`src/hw/rtl/mma_pkg.sv`:
```
// Shared types and constants for the matrix multiply-add block.
package mma_pkg;

	// Default largest matrix dimension supported by the element stores.
	localparam int MAX_DIM_DEF = 8;

	// Fixed field widths.
	localparam int VAL_W = 16;
	localparam int D_W   = 35;
	localparam int IDX_OUT_W = 3;
	localparam int CFG_W = 4;

	// Dimension register value after reset.
	localparam logic [CFG_W-1:0] DIM_RESET = 4'd8;

	// Controller states.
	typedef enum logic {
		ST_IDLE,
		ST_RUN
	} mma_state_t;

	// Commands from the controller to the datapath.
	typedef struct packed {
		logic load;
		logic job_start;
		logic issue;
		logic first_k;
		logic last_k;
		logic last_c;
		logic last_elem;
	} mma_cmd_t;

	// Tag that travels with each product through the pipeline.
	typedef struct packed {
		logic                 first_k;
		logic                 last_k;
		logic                 last_elem;
		logic [IDX_OUT_W-1:0] row;
		logic [IDX_OUT_W-1:0] col;
	} mma_tag_t;

endpackage

```
`src/hw/rtl/matrix_multiply_add.sv`:
```
// Top level of the matrix multiply-add block: D = A * B + C.
//
// Channel   Direction  Handshake                    Beat
// input     in         start, taken when !busy      a_value, b_value, c_value
// config    in         cfg_valid / cfg_ready        cfg_data (matrix dimension)
// result    out        result_valid strobe, 1 cycle d_value, row, col, last_of_matrix
//
// Loads take one cycle per item while busy is low. The item that completes a job of
// dimension n starts the compute, which holds busy high through the last term: one
// shared multiplier and accumulator step through each dot product, one term per cycle.
// Each result passes the read, product and result registers after its last term.
// Reset clears the load count and sets the dimension to 8; the stores are not cleared.
// The receiver cannot stall, so every result beat is shown for exactly one cycle.
module matrix_multiply_add #(
	parameter int MAX_DIM = mma_pkg::MAX_DIM_DEF
) (
	input  logic                               clk,
	input  logic                               arst_n,
	input  logic                               start,
	output logic                               busy,
	input  logic signed [mma_pkg::VAL_W-1:0]   a_value,
	input  logic signed [mma_pkg::VAL_W-1:0]   b_value,
	input  logic signed [mma_pkg::VAL_W-1:0]   c_value,
	input  logic                               cfg_valid,
	output logic                               cfg_ready,
	input  logic [mma_pkg::CFG_W-1:0]          cfg_data,
	output logic                               result_valid,
	output logic signed [mma_pkg::D_W-1:0]     d_value,
	output logic [mma_pkg::IDX_OUT_W-1:0]      row,
	output logic [mma_pkg::IDX_OUT_W-1:0]      col,
	output logic                               last_of_matrix
);
	import mma_pkg::*;

	localparam int DEPTH  = MAX_DIM * MAX_DIM;
	localparam int ADDR_W = (DEPTH > 1) ? $clog2(DEPTH) : 1;
	localparam int IDX_W  = (MAX_DIM > 1) ? $clog2(MAX_DIM) : 1;
	localparam int N_W    = $clog2(MAX_DIM + 1);

	mma_cmd_t          cmd;
	logic [ADDR_W-1:0] wr_addr;
	logic [N_W-1:0]    n_use;
	logic [IDX_W-1:0]  row_idx, col_idx;

	// Sequencer and state machine.
	mma_ctrl #(
		.MAX_DIM(MAX_DIM)
	) u_ctrl (
		.clk      (clk),
		.arst_n   (arst_n),
		.start    (start),
		.busy     (busy),
		.cfg_valid(cfg_valid),
		.cfg_ready(cfg_ready),
		.cfg_data (cfg_data),
		.cmd      (cmd),
		.wr_addr  (wr_addr),
		.n_use    (n_use),
		.row_idx  (row_idx),
		.col_idx  (col_idx)
	);

	// Stores, multiplier and accumulator.
	mma_dp #(
		.MAX_DIM(MAX_DIM)
	) u_dp (
		.clk           (clk),
		.arst_n        (arst_n),
		.cmd           (cmd),
		.wr_addr       (wr_addr),
		.n_use         (n_use),
		.row_idx       (row_idx),
		.col_idx       (col_idx),
		.a_value       (a_value),
		.b_value       (b_value),
		.c_value       (c_value),
		.result_valid  (result_valid),
		.d_value       (d_value),
		.row           (row),
		.col           (col),
		.last_of_matrix(last_of_matrix)
	);

endmodule

```
`src/hw/rtl/mma_ctrl.sv`:
```
// Controller: dimension register, load count, loop sequencer and state machine.
module mma_ctrl #(
	parameter int MAX_DIM = mma_pkg::MAX_DIM_DEF
) (
	input  logic                        clk,
	input  logic                        arst_n,
	input  logic                        start,
	output logic                        busy,
	input  logic                        cfg_valid,
	output logic                        cfg_ready,
	input  logic [mma_pkg::CFG_W-1:0]   cfg_data,
	output mma_pkg::mma_cmd_t           cmd,
	output logic [((MAX_DIM*MAX_DIM > 1) ? $clog2(MAX_DIM*MAX_DIM) : 1)-1:0] wr_addr,
	output logic [$clog2(MAX_DIM+1)-1:0] n_use,
	output logic [((MAX_DIM > 1) ? $clog2(MAX_DIM) : 1)-1:0] row_idx,
	output logic [((MAX_DIM > 1) ? $clog2(MAX_DIM) : 1)-1:0] col_idx
);
	import mma_pkg::*;

	localparam int DEPTH  = MAX_DIM * MAX_DIM;
	localparam int ADDR_W = (DEPTH > 1) ? $clog2(DEPTH) : 1;
	localparam int IDX_W  = (MAX_DIM > 1) ? $clog2(MAX_DIM) : 1;
	localparam int N_W    = $clog2(MAX_DIM + 1);
	localparam int TOT_W  = $clog2(DEPTH + 1);

	mma_state_t        state_q, state_d;
	logic [CFG_W-1:0]  dim_q;
	logic [ADDR_W-1:0] count_q;
	logic [IDX_W-1:0]  k_q, c_q, r_q;
	logic [TOT_W-1:0]  total;
	logic [TOT_W-1:0]  count_inc;
	logic [IDX_W-1:0]  n_last;
	logic              complete;
	logic              last_k, last_c, last_r;

	// Dimension in force, clamped to the supported range.
	always_comb begin
		if (dim_q == '0) begin
			n_use = N_W'(1);
		end else if (int'(dim_q) > MAX_DIM) begin
			n_use = N_W'(MAX_DIM);
		end else begin
			n_use = N_W'(dim_q);
		end
	end

	assign total     = TOT_W'(n_use) * TOT_W'(n_use);
	assign count_inc = TOT_W'(count_q) + TOT_W'(1);
	assign complete  = (count_inc >= total);
	assign n_last    = IDX_W'(n_use - N_W'(1));

	assign last_k = (k_q == n_last);
	assign last_c = (c_q == n_last);
	assign last_r = (r_q == n_last);

	// Next-state logic.
	always_comb begin
		state_d = state_q;
		unique case (state_q)
			ST_IDLE: begin
				if (start && complete) begin
					state_d = ST_RUN;
				end
			end
			ST_RUN: begin
				if (last_k && last_c && last_r) begin
					state_d = ST_IDLE;
				end
			end
			default: state_d = ST_IDLE;
		endcase
	end

	// Output decode.
	always_comb begin
		cmd       = '0;
		busy      = 1'b0;
		cfg_ready = 1'b0;
		unique case (state_q)
			ST_IDLE: begin
				cfg_ready     = 1'b1;
				cmd.load      = start;
				cmd.job_start = start && complete;
			end
			ST_RUN: begin
				busy          = 1'b1;
				cmd.issue     = 1'b1;
				cmd.first_k   = (k_q == '0);
				cmd.last_k    = last_k;
				cmd.last_c    = last_c;
				cmd.last_elem = last_k && last_c && last_r;
			end
			default: begin
				cmd = '0;
			end
		endcase
	end

	assign wr_addr = count_q;
	assign row_idx = r_q;
	assign col_idx = c_q;

	// State, configuration register, load count and loop counters.
	always_ff @(posedge clk or negedge arst_n) begin
		if (!arst_n) begin
			state_q <= ST_IDLE;
			dim_q   <= DIM_RESET;
			count_q <= '0;
			k_q     <= '0;
			c_q     <= '0;
			r_q     <= '0;
		end else begin
			state_q <= state_d;
			if (cfg_valid && cfg_ready) begin
				dim_q <= cfg_data;
			end
			if (cmd.load) begin
				count_q <= complete ? '0 : ADDR_W'(count_inc);
			end
			if (cmd.job_start) begin
				k_q <= '0;
				c_q <= '0;
				r_q <= '0;
			end else if (cmd.issue) begin
				if (!last_k) begin
					k_q <= k_q + IDX_W'(1);
				end else begin
					k_q <= '0;
					if (!last_c) begin
						c_q <= c_q + IDX_W'(1);
					end else begin
						c_q <= '0;
						r_q <= r_q + IDX_W'(1);
					end
				end
			end
		end
	end

endmodule

```
`src/hw/rtl/mma_dp.sv`:
```
// Datapath: element stores, address pointers, multiplier and accumulator.
module mma_dp #(
	parameter int MAX_DIM = mma_pkg::MAX_DIM_DEF
) (
	input  logic                                    clk,
	input  logic                                    arst_n,
	input  mma_pkg::mma_cmd_t                       cmd,
	input  logic [((MAX_DIM*MAX_DIM > 1) ? $clog2(MAX_DIM*MAX_DIM) : 1)-1:0] wr_addr,
	input  logic [$clog2(MAX_DIM+1)-1:0]            n_use,
	input  logic [((MAX_DIM > 1) ? $clog2(MAX_DIM) : 1)-1:0] row_idx,
	input  logic [((MAX_DIM > 1) ? $clog2(MAX_DIM) : 1)-1:0] col_idx,
	input  logic signed [mma_pkg::VAL_W-1:0]        a_value,
	input  logic signed [mma_pkg::VAL_W-1:0]        b_value,
	input  logic signed [mma_pkg::VAL_W-1:0]        c_value,
	output logic                                    result_valid,
	output logic signed [mma_pkg::D_W-1:0]          d_value,
	output logic [mma_pkg::IDX_OUT_W-1:0]           row,
	output logic [mma_pkg::IDX_OUT_W-1:0]           col,
	output logic                                    last_of_matrix
);
	import mma_pkg::*;

	localparam int DEPTH  = MAX_DIM * MAX_DIM;
	localparam int ADDR_W = (DEPTH > 1) ? $clog2(DEPTH) : 1;
	localparam int ACC_W  = D_W + 1 + $clog2(MAX_DIM);
	localparam int PROD_W = 2 * VAL_W;

	logic [VAL_W-1:0] a_mem [DEPTH];
	logic [VAL_W-1:0] b_mem [DEPTH];
	logic [VAL_W-1:0] c_mem [DEPTH];

	logic [ADDR_W-1:0] a_ptr_q, b_ptr_q, c_ptr_q, row_base_q;
	logic [ADDR_W-1:0] n_step;

	logic signed [VAL_W-1:0]  a_rd_s1, b_rd_s1, c_rd_s1;
	logic signed [VAL_W-1:0]  c_s2;
	logic signed [PROD_W-1:0] prod_s2;
	mma_tag_t                 tag_s1, tag_s2;
	logic                     valid_s1, valid_s2;

	logic signed [ACC_W-1:0]  acc_q;
	logic signed [ACC_W-1:0]  c_ext, base, sum;
	logic [ACC_W-D_W:0]       sum_hi;
	logic signed [D_W-1:0]    d_sat;

	logic                     result_valid_q;
	logic signed [D_W-1:0]    d_value_q;
	logic [IDX_OUT_W-1:0]     row_q, col_q;
	logic                     last_q;

	assign n_step = ADDR_W'(n_use);

	// Address pointers walk row r of A, column c of B and element (r, c) of C.
	always_ff @(posedge clk or negedge arst_n) begin
		if (!arst_n) begin
			a_ptr_q    <= '0;
			b_ptr_q    <= '0;
			c_ptr_q    <= '0;
			row_base_q <= '0;
		end else if (cmd.job_start) begin
			a_ptr_q    <= '0;
			b_ptr_q    <= '0;
			c_ptr_q    <= '0;
			row_base_q <= '0;
		end else if (cmd.issue) begin
			if (!cmd.last_k) begin
				a_ptr_q <= a_ptr_q + ADDR_W'(1);
				b_ptr_q <= b_ptr_q + n_step;
			end else begin
				c_ptr_q <= c_ptr_q + ADDR_W'(1);
				if (!cmd.last_c) begin
					a_ptr_q <= row_base_q;
					b_ptr_q <= ADDR_W'(col_idx) + ADDR_W'(1);
				end else begin
					a_ptr_q    <= row_base_q + n_step;
					b_ptr_q    <= '0;
					row_base_q <= row_base_q + n_step;
				end
			end
		end
	end

	// Element stores: one write port for loads, one registered read port each.
	always_ff @(posedge clk) begin
		if (cmd.load) begin
			a_mem[wr_addr] <= a_value;
			b_mem[wr_addr] <= b_value;
			c_mem[wr_addr] <= c_value;
		end
		if (cmd.issue) begin
			a_rd_s1 <= a_mem[a_ptr_q];
			b_rd_s1 <= b_mem[b_ptr_q];
			c_rd_s1 <= c_mem[c_ptr_q];
		end
	end

	// Tags follow the reads; the multiply stage registers the product.
	always_ff @(posedge clk) begin
		tag_s1.first_k   <= cmd.first_k;
		tag_s1.last_k    <= cmd.last_k;
		tag_s1.last_elem <= cmd.last_elem;
		tag_s1.row       <= IDX_OUT_W'(row_idx);
		tag_s1.col       <= IDX_OUT_W'(col_idx);
		tag_s2           <= tag_s1;
		prod_s2          <= PROD_W'(a_rd_s1) * PROD_W'(b_rd_s1);
		c_s2             <= c_rd_s1;
	end

	always_ff @(posedge clk or negedge arst_n) begin
		if (!arst_n) begin
			valid_s1 <= 1'b0;
			valid_s2 <= 1'b0;
		end else begin
			valid_s1 <= cmd.issue;
			valid_s2 <= valid_s1;
		end
	end

	// Accumulate; the first product of an element starts from C at Q16.16.
	assign c_ext  = ACC_W'(c_s2);
	assign base   = tag_s2.first_k ? (c_ext <<< 8) : acc_q;
	assign sum    = base + ACC_W'(prod_s2);
	assign sum_hi = sum[ACC_W-1:D_W-1];

	// Saturate to the signed result range.
	always_comb begin
		if ((&sum_hi) || !(|sum_hi)) begin
			d_sat = sum[D_W-1:0];
		end else if (sum[ACC_W-1]) begin
			d_sat = {1'b1, {(D_W-1){1'b0}}};
		end else begin
			d_sat = {1'b0, {(D_W-1){1'b1}}};
		end
	end

	always_ff @(posedge clk) begin
		if (valid_s2) begin
			acc_q <= sum;
		end
		if (valid_s2 && tag_s2.last_k) begin
			d_value_q <= d_sat;
			row_q     <= tag_s2.row;
			col_q     <= tag_s2.col;
			last_q    <= tag_s2.last_elem;
		end
	end

	// Result strobe, high for one cycle per element of D.
	always_ff @(posedge clk or negedge arst_n) begin
		if (!arst_n) begin
			result_valid_q <= 1'b0;
		end else begin
			result_valid_q <= valid_s2 && tag_s2.last_k;
		end
	end

	assign result_valid   = result_valid_q;
	assign d_value        = d_value_q;
	assign row            = row_q;
	assign col            = col_q;
	assign last_of_matrix = last_q;

endmodule

```
`config.mk`:
```
export PLATFORM = sky130hd
export DESIGN_NAME = matrix_multiply_add
export DESIGN_NICKNAME = d
export VERILOG_FILES = /design/src/hw/rtl/mma_pkg.sv /design/src/hw/rtl/matrix_multiply_add.sv /design/src/hw/rtl/mma_ctrl.sv /design/src/hw/rtl/mma_dp.sv
export SDC_FILE = /design/constraint.sdc
export NUM_CORES = 2
export LEC_CHECK = 0
export BUFFER_PORTS_ARGS = -buffer_cell sky130_fd_sc_hd__buf_2
export CAP_MARGIN = 20
export CORE_MARGIN = 3
export CORE_UTILIZATION = 42
export CTS_BUF_LIST = sky130_fd_sc_hd__clkbuf_8
export CTS_CLUSTER_SIZE = 12
export DETAILED_ROUTE_END_ITERATION = 10
export GPL_ROUTABILITY_DRIVEN = 0
export PLACE_DENSITY = 0.58
export SYNTH_ARGS = -nofsm -noshare
export SYNTH_HDL_FRONTEND = slang
export SYNTH_HIERARCHICAL = 1
export SYNTH_SLANG_ARGS = --single-unit
```
`constraint.sdc`:
```
create_clock -name clk -period 15.3 [get_ports clk]
set_clock_uncertainty 0.15 [all_clocks]
set_input_delay 0.765 -clock clk [delete_from_list [all_inputs] [get_ports clk]]
set_output_delay 0.765 -clock clk [all_outputs]
set_load 0.005 [all_outputs]
```
==> metrics.txt <==
wire length of the first global-routing pass 547000 um; clock-pin slew on the worst setup and hold paths 0.06 ns; ys flop type edfxtp_1; DRT antenna net count 0; YS warnings 6; Post-synth EDFFs 3201; Initial Util 42.4%; Resize count post-CTS 0; crit path DAT 8.07 ns; relative slew slack 16.5%; Synth cell types 89; Mapped Area 0.138 mm^2; largest net degree at the start of global routing 108; Std-Cell Rows 209; worst hold margin 0.0506 ns; post-layout net count 7931; Post-Syn Area per Cell 19.9 um^2; residual DRC count 0; final hold viol count 0; final wirelength 386000 um; XOR/XNOR Fraction of Synth Area 0.631%; register area share after synthesis 71.5%; clock latency at the later pin of the worst-skew pair 1.18 ns; CTS tree done; # Max-Cap Violations 0; Area growth syn-to-layout 12.6%; status finished, final reports clean; adder-cell share of the synthesized area 5.20%; drt wl/cell 31.6 um; fin crit period 7.18 ns; RSZ-0062 raised after global routing false; Worst Setup Path Type register to register; measured slew at the worst slew-check pin 1.24 ns; layout cells sized above 1 24.8%; io pins 101; largest area contributor in the netlist edfxtp_1; via count 71100; die height 579 um; CTS buffer count 556; CP startpoint kind register; largest family of logic cells by synthesized area multiplexers; fmax 0.139 GHz; CP Data Required Time 16.20 ns; Min-Delay Path Class input port to register; DRT Pass-1 Iters 5; Core ar. 0.326 mm^2; GRT Total Usage 23.0%; final setup TNS 0 ns; total gr overflow 0; Port Buffer Count 100; clock sinks 3314; # fillers 27100; critical-path maximum fanout 16; FF+latch count, synth 3314; Synth area leaders edfxtp_1 70%, mux4_2 13%, fa_1 3.9%; mux cell area share after synthesis 15.4%; Post-Synth Simple-Gate Area 2.36%; DRT iter0 DRCs 7399; die footprint 0.335 mm^2; vias per cell 5.82; initial antenna violation count 41; crit end category register; cells after synthesis 6939; Post-synth ARST share 1.42%; Synth Area in Compound Gates 2.90%; H-Tree Depth 6; Slew Viols, Final 0; final setup violation count 0; area share of the largest cell type after synthesis 69.7%; vias in the first global route 72500; clk buf depth 4; fin crit share 46.9%; CTS root buf clkbuf_8; post-DP HPWL 215000 um; Die X 579 um
-- flip-flops by register name (all words and copies together) (netlist names), 4 cells and up --
name and flops:
u_dp/d_value 35, u_dp/a_rd_s1 16, u_dp/tag_s2 9, u_dp/b_ptr_q 6, u_dp/tag_s1 9, u_dp/b_mem 1024
u_dp/c_mem 1024, u_dp/c_s2 16, u_ctrl/dim_q 4, u_dp/c_ptr_q 6, u_dp/acc_q 39, u_dp/b_rd_s1 16
u_dp/row_base_q 6, u_dp/a_ptr_q 6, u_dp/c_rd_s1 16, u_dp/prod_s2 32, u_ctrl/wr_addr 6, u_dp/a_mem 1024
-- repair_timing --
item	in CTS	in global routing
setup buffers	0	0
hold buffers	10	19
endpoints found under the hold margin	60	693
-- path summary, 6_finish.rpt --
path	start	endpoint	slack [ns]	cells past startpoint
min in group asynchronous	arst_n	u_ctrl/dim_q[1]	0.16	3
max	u_dp/a_rd_s1[7]	u_dp/prod_s2[31]	8.12	22
max reg2reg	u_dp/a_rd_s1[7]	u_dp/prod_s2[31]	8.12	22
min	a_value[4]	u_dp/a_mem[22][4]	0.05	1
min reg2reg	u_dp/tag_s1[8]	u_dp/tag_s2[8]	0.18	0
max in group asynchronous	arst_n	u_dp/a_ptr_q[3]	14.17	3
-- synth_stat cells (32+ instances only) --
library cell / n
edfxtp_1: 3201
mux4_2: 816
inv_1: 368
fa_1: 266
nand2_1: 257
clkbuf_1: 234
a21oi_1: 204
mux2i_1: 198
ha_1: 148
and2_1: 136
nor2_1: 130
o21ai_0: 125
buf_1: 95
mux2_2: 83
dfxtp_1: 66
o221ai_1: 64
o22ai_1: 64
xnor2_1: 62
dfrtp_1: 46
a21o_1: 40
o21ai_1: 34
xor2_1: 32
-- layer usage --
metal | track usage (%) | vias to the layer above | part of all wire, %
li1 | - | 28900 | -
met1 | 31.9 | 38600 | 41
met2 | 37.2 | 2975 | 48
met3 | 4.08 | 623 | 7.5
met4 | 7.07 | 20 | 3.0
met5 | 0 | - | 0.033
-- final cells by class --
cell class	count	area, um^2	share of cell area [%]
multi-input combinational	2919	37100	23.9
clock inverter	401	2220	1.43
antenna	5	12.5	0.00806
tap	4325	5410	3.49
clock buffer	574	7900	5.09
timing repair buffer	302	2530	1.63
sequential	3314	98700	63.6
inverter	368	1380	0.890
-- logic make-up (layout without fill, tap and decap cells) --
kind of cell	Yosys count	after routing
other	1	7
adder cells (fa/ha/maj)	414	414
multiplexers	1097	1097
XOR/XNOR	96	96
AND/OR/NAND/NOR	678	678
flip-flops	3314	3314
AO/OA/AOI/OAI	632	632
buffers and inverters	707	1645
-- per-stage QoR --
stage               setup WS, ns  util [%]  cells  instance area [um^2]
finish                      8.12      47.7  12200                155000
global placement            8.18      44.3  11200                144000
detailed placement          8.07      44.3  11200                144000
global route                7.73      47.7  12200                155000
CTS                         8.14      47.5  12200                155000
floorplan                   8.88         -   6940                138000
-- critical path: stages, from the launching register on --
cell	delay, ns
edfxtp_1	0.67
and2_1	0.28
fa_1	0.51
fa_1	0.55
ha_1	0.13
inv_1	0.05
fa_1	0.48
inv_1	0.05
fa_1	0.52
inv_1	0.05
fa_1	0.48
inv_1	0.04
ha_1	0.20
or4_1	0.53
a311oi_1	0.36
o31ai_1	0.26
a221oi_2	0.50
o21ai_1	0.22
nor4_2	0.25
nor3_1	0.15
a2111oi_4	0.38
a21oi_1	0.13
xnor2_1	0.13
-- cell usage in the layout, fill, tap and decap left out, drive strengths merged, types with 6 or more instances in the layout --
| cell | n |
|---|---|
| a211oi | 16 |
| a21o | 40 |
| a21oi | 204 |
| and2 | 137 |
| and3 | 9 |
| buf | 273 |
| bufinv | 12 |
| clkbuf | 574 |
| clkinv | 138 |
| clkinvlp | 18 |
| dfrtp | 46 |
| dfxtp | 66 |
| dlygate4sd3 | 29 |
| edfxtp | 3201 |
| fa | 266 |
| ha | 148 |
| inv | 601 |
| mux2 | 83 |
| mux2i | 198 |
| mux4 | 816 |
| nand2 | 258 |
| nand2b | 20 |
| nand3 | 30 |
| nand4 | 9 |
| nor2 | 130 |
| nor2b | 24 |
| nor3 | 23 |
| o211ai | 6 |
| o21a | 10 |
| o21ai | 161 |
| o221ai | 64 |
| o22ai | 64 |
| o31ai | 6 |
| or3 | 11 |
| xnor2 | 62 |
| xor2 | 32 |
Power is left out: the tool's default activity adds up to more than one toggle a clock period on the data nets, which glitch-free logic cannot reach.
